<file path="src/rtl/spmq_pkg.sv">
package spmq_pkg;

  // Default sizing of the queue.
  localparam int NUM_LEVELS_DEF    = 5;
  localparam int FIFO_DEPTH_DEF    = 16;
  localparam int PAYLOAD_BYTES_DEF = 8;

  // Field widths of the words on both channels.
  localparam int TYPE_W    = 32;
  localparam int PRIO_W    = 3;
  localparam int PAYLOAD_W = 64;
  localparam int SIZE_W    = 4;
  localparam int STATUS_W  = 3;
  localparam int PEND_W    = 7;

  localparam int IN_TDATA_W  = 104;
  localparam int OUT_TDATA_W = 112;

  // Kind of an input word.
  localparam logic ACT_SEND = 1'b0;
  localparam logic ACT_RECV = 1'b1;

  typedef enum logic [STATUS_W-1:0] {
    ST_OK        = 3'd0,
    ST_BAD_PRIO  = 3'd1,
    ST_TOO_LARGE = 3'd2,
    ST_FULL      = 3'd3,
    ST_EMPTY     = 3'd4
  } status_t;

  // Commands from the top level to one priority level.
  typedef struct packed {
    logic push;
    logic pop;
  } lvl_ctrl_t;

  // Occupancy flags of one priority level.
  typedef struct packed {
    logic full;
    logic empty;
  } lvl_stat_t;

endpackage

</file>
<file path="src/rtl/spmq_cell.sv">
module spmq_cell #(
  parameter int ENT_W = 96
) (
  input  logic             clk,
  input  logic             load,
  input  logic             shift,
  input  logic [ENT_W-1:0] new_data,
  input  logic [ENT_W-1:0] nbr_data,
  output logic [ENT_W-1:0] data
);

  logic [ENT_W-1:0] data_r;
  logic [ENT_W-1:0] data_nxt;

  // A cell either takes a new message, takes its upper neighbour's entry
  // when the head is popped, or holds.
  always_comb begin
    data_nxt = data_r;
    if (load) begin
      data_nxt = new_data;
    end else if (shift) begin
      data_nxt = nbr_data;
    end
  end

  always_ff @(posedge clk) begin
    data_r <= data_nxt;
  end

  assign data = data_r;

endmodule

</file>
<file path="src/rtl/spmq_level.sv">
module spmq_level #(
  parameter int FIFO_DEPTH = spmq_pkg::FIFO_DEPTH_DEF,
  parameter int ENT_W      = 96,
  localparam int CNT_W     = $clog2(FIFO_DEPTH + 1)
) (
  input  logic                  clk,
  input  logic                  rst_n,
  input  spmq_pkg::lvl_ctrl_t   ctrl,
  input  logic [ENT_W-1:0]      new_data,
  output logic [ENT_W-1:0]      head,
  output logic [CNT_W-1:0]      count,
  output spmq_pkg::lvl_stat_t   stat
);

  logic [CNT_W-1:0] count_r;
  logic [CNT_W-1:0] count_nxt;
  logic [ENT_W-1:0] cell_data [FIFO_DEPTH];

  // Row of cells; slot 0 is the head and a pop moves every entry down one.
  for (genvar k = 0; k < FIFO_DEPTH; k++) begin : g_cell
    logic [ENT_W-1:0] nbr;
    if (k == FIFO_DEPTH - 1) begin : g_top
      assign nbr = cell_data[k];
    end else begin : g_mid
      assign nbr = cell_data[k+1];
    end
    spmq_cell #(
      .ENT_W (ENT_W)
    ) u_cell (
      .clk      (clk),
      .load     (ctrl.push && (count_r == CNT_W'(k))),
      .shift    (ctrl.pop),
      .new_data (new_data),
      .nbr_data (nbr),
      .data     (cell_data[k])
    );
  end

  // Fill count of this level.
  always_comb begin
    count_nxt = count_r;
    if (ctrl.push) begin
      count_nxt = count_r + CNT_W'(1);
    end else if (ctrl.pop) begin
      count_nxt = count_r - CNT_W'(1);
    end
  end

  always_ff @(posedge clk) begin
    if (!rst_n) begin
      count_r <= '0;
    end else begin
      count_r <= count_nxt;
    end
  end

  assign head       = cell_data[0];
  assign count      = count_r;
  assign stat.full  = (count_r == CNT_W'(FIFO_DEPTH));
  assign stat.empty = (count_r == '0);

endmodule

</file>
<file path="config.mk">
export PLATFORM = sky130hd
export DESIGN_NAME = spmq_level
export DESIGN_NICKNAME = d
export VERILOG_FILES = /design/src/rtl/spmq_pkg.sv /design/src/rtl/spmq_cell.sv /design/src/rtl/spmq_level.sv
export SDC_FILE = /design/constraint.sdc
export NUM_CORES = 2
export LEC_CHECK = 0
export BUFFER_PORTS_ARGS = -buffer_cell sky130_fd_sc_hd__clkbuf_2
export CORE_ASPECT_RATIO = 0.75
export CORE_UTILIZATION = 65
export CTS_CLUSTER_DIAMETER = 60
export DETAILED_ROUTE_END_ITERATION = 6
export GPL_ROUTABILITY_DRIVEN = 0
export MAX_ROUTING_LAYER = met4
export PLACE_DENSITY = 0.83
export SETUP_SLACK_MARGIN = 0.2
export SYNTH_ARGS = -nofsm -noshare
export SYNTH_HDL_FRONTEND = slang
export SYNTH_SLANG_ARGS = --single-unit
</file>
<file path="constraint.sdc">
create_clock -name clk -period 7.84 [get_ports clk]
set_input_delay 1.568 -clock clk [delete_from_list [all_inputs] [get_ports clk]]
set_output_delay 1.568 -clock clk [all_outputs]
set_load 0.03 [all_outputs]
</file>
==> flow_summary.ini <==
[grt]
grt_max_degree = 72
grt_pass1_vias = 32340
grt_first_pass_wirelength_microns = 201000
antenna_found_initial = 3
overflow_left_after_global_routing = 0
grt_usage_pct = 27.96

[logic_synthesis]
post-synth-top-area-fraction_pct = 71.83
yosys_warnings = 0
netlist-cell-type-count = 33
number_of_cells_produced_by_synthesis = 3307
synth_edf_count = 1536
yosysTopAreaCell = edfxtp_1
synth-async-reset-ratio_pct = 0
synth-seq-area-share_pct = 71.99
synth_most_common_cell = edfxtp_1
ys_seq_elements = 1541
synth.top_cells.by_count = edfxtp_1 (1536), mux2_2 (1405), clkbuf_1 (117)
syn_avg_cell_area_sq_um = 19.42
leading_register_cell_type_out_of_synthesis = edfxtp_1
netlist_top_cells_area = edfxtp_1 (72%), mux2_2 (25%), buf_2 (0.82%)
synth_nets = 3413
post_synth_instance_area_sq_mm = 0.06421

[setup_path]
crit_slowest_cell = nand2b_4
worst_path_largest_cell_delay_ps = 1040
worst_ep_arrival_time_ps = 4700
critical_path.endpoint_type = flip-flop
crit_family = simple AND/OR/NAND/NOR gates
critical_path_required_ps = 8220
worstPathMaxFanout = 65
crit_chain = clkbuf_2 -> nor4b_4 -> nand2_4 -> nand2b_4 -> buf_4
worst-setup-path-type = input port to flip-flop
timing.critical_path.buf_inv = 2
start_kind = input port

[routing]
drc_errors = 0
routed_wl_microns = 133600
violation_count_after_the_first_detailed_route_iteration = 2930
via_per_inst = 6.405
wl_per_cell_microns = 27.54
dr_total_vias = 31080
drt_pass_1_iters = 5
number_of_nets_with_antenna_violations_after_routing = 0

[final_layout]
final_net_count = 3542
fillers = 5511
postLayoutCellArea_sq_mm = 0.07042
layout-drive-gt1-share_pct = 52.64
area.growth.synth_to_final_pct = 9.671

[die]
core_area_sq_mm = 0.09761
placement_rows = 99
initial_core_util_pct = 65.78
dieArea_sq_mm = 0.1001
dieWidth_microns = 364.9
ioPinCount = 203
die_y_microns = 274.2

[place]
detailedPlacementHpwl_microns = 72180
port_buffer_cells = 202
dpl-instance-area_sq_mm = 0.06608

[sta]
finalHoldWorstSlack_ps = 527.7
final_hold_fails = 0
layout_min_cycle_time_ps = 4314
timing_worst_slew_pin_value_ps = 1250
setup_repair_after_global_routing_missed_its_margin = no
achievable-frequency_mhz = 231.8
finalMaxSlewViolations = 0
worst_slew_margin_rel_pct = 16.70
timing.setup.tns_ps = 0
timing.clock.skew_ps = 25.53
layout_worst_path_cycle_share_pct = 55.02
timing.final.setup_violations = 0

[clock_tree]
cts_htree_levels = 4
cts.repair.resized = 0
cts-root-buf = clkbuf_16
clkSlewWorstSetupHoldPaths_ps = 70
insertion_delay_ps = 760
clock_tree_from_tritoncts = done
cts_made_buffers = 141
max-clock-path-buffers = 3
cts.sink_count = 1541
cts_hold_buf = 0
post_cts_buffers = 0

[pwr]
vdd_ir_max_uv = 200.4
power_leakage_nw = 24.69
p_per_area_mw_per_mm2 = 254.6

[run_status]
outcome = finished clean

[hold_path]
worst_min_delay_path_class = flip-flop to flip-flop

[flow_run]
max_cap_violations = 0
stage by stage:
step	utilization, %	cells	power (mW)	setup slack (ps)
final	72.15	4852	17.93	3526
after global routing	72.15	4852	18.44	3364
after CTS	72.14	4850	18.02	3569
after detailed placement	67.70	4606	11.50	2781
after global placement	67.70	4606	11.42	2934
after floorplan	-	3307	11.03	2694
routing by layer:
metal	part of all wire [%]	global-route usage, %
met5	0	-
met4	2.2	8.381
met3	7.2	4.889
met2	49	43.88
met1	42	37.85
final timing paths:
path	cells after the start	startpoint	endpoint	slack (ps)
worst max-delay path	5	ctrl[1]	g_cell[2].u_cell.data[62]	3530
worst max register to register	6	count[0]	g_cell[4].u_cell.data[71]	4030
worst min-delay path	1	g_cell[15].u_cell.data[48]	g_cell[14].u_cell.data[48]	530
worst min register to register	1	g_cell[15].u_cell.data[48]	g_cell[14].u_cell.data[48]	530
layout make-up:
class	count	area [sq um]	share of cell area, %
inverters	5	18.77	0.02665
clock buffers	179	3840	5.453
repair buffers	240	1296	1.841
well taps	1313	1643	2.333
flip-flops and latches	1541	46220	65.64
clock inverters	65	490.5	0.6965
diodes	2	5.005	0.007107
multi-input cells	1507	16900	24.00
worst reg2reg max path, cell delays in order (launching register included):
cell and delay (ps):
dfxtp_1 370, inv_1 170, ha_1 250, nor2b_1 320, nand3_4 560, nand2b_4 1040, buf_4 690
logic make-up (layout without fill, tap and decap cells):
family / Yosys count / count (layout) / synth area share [%]
flip-flops: 1541 / 1541 / 71.99
multiplexers: 1441 / 1441 / 25.27
buffers and inverters: 259 / 489 / 1.976
AND/OR/NAND/NOR: 54 / 54 / 0.5768
adder cells (fa/ha/maj): 6 / 6 / 0.1169
AO/OA/AOI/OAI: 4 / 4 / 0.04482
XOR/XNOR: 2 / 2 / 0.02729
other: 0 / 2 / 0
layout by cell type, fill, tap and decap left out, types with 10 or more instances in the layout:
cell,instances
buf_4,38
clkbuf_1,29
clkbuf_16,148
clkbuf_2,202
clkinv_1,31
clkinv_2,19
edfxtp_1,1536
mux2_1,35
mux2_2,1405
nand2_4,10
nand2b_4,14
state kept, by name (all words and copies together) (netlist names):
| signal | count |
|---|---|
| count | 5 |
| g_cell.u_cell.data | 1536 |
where the power goes:
| group | internal, mW | switching, mW | total, mW |
|---|---|---|---|
| registers | 9.77 | 0.176 | 9.95 |
| clock network | 3.66 | 2.92 | 6.58 |
| logic | 0.545 | 0.862 | 1.41 |
Power figures use the tool's default switching activity.
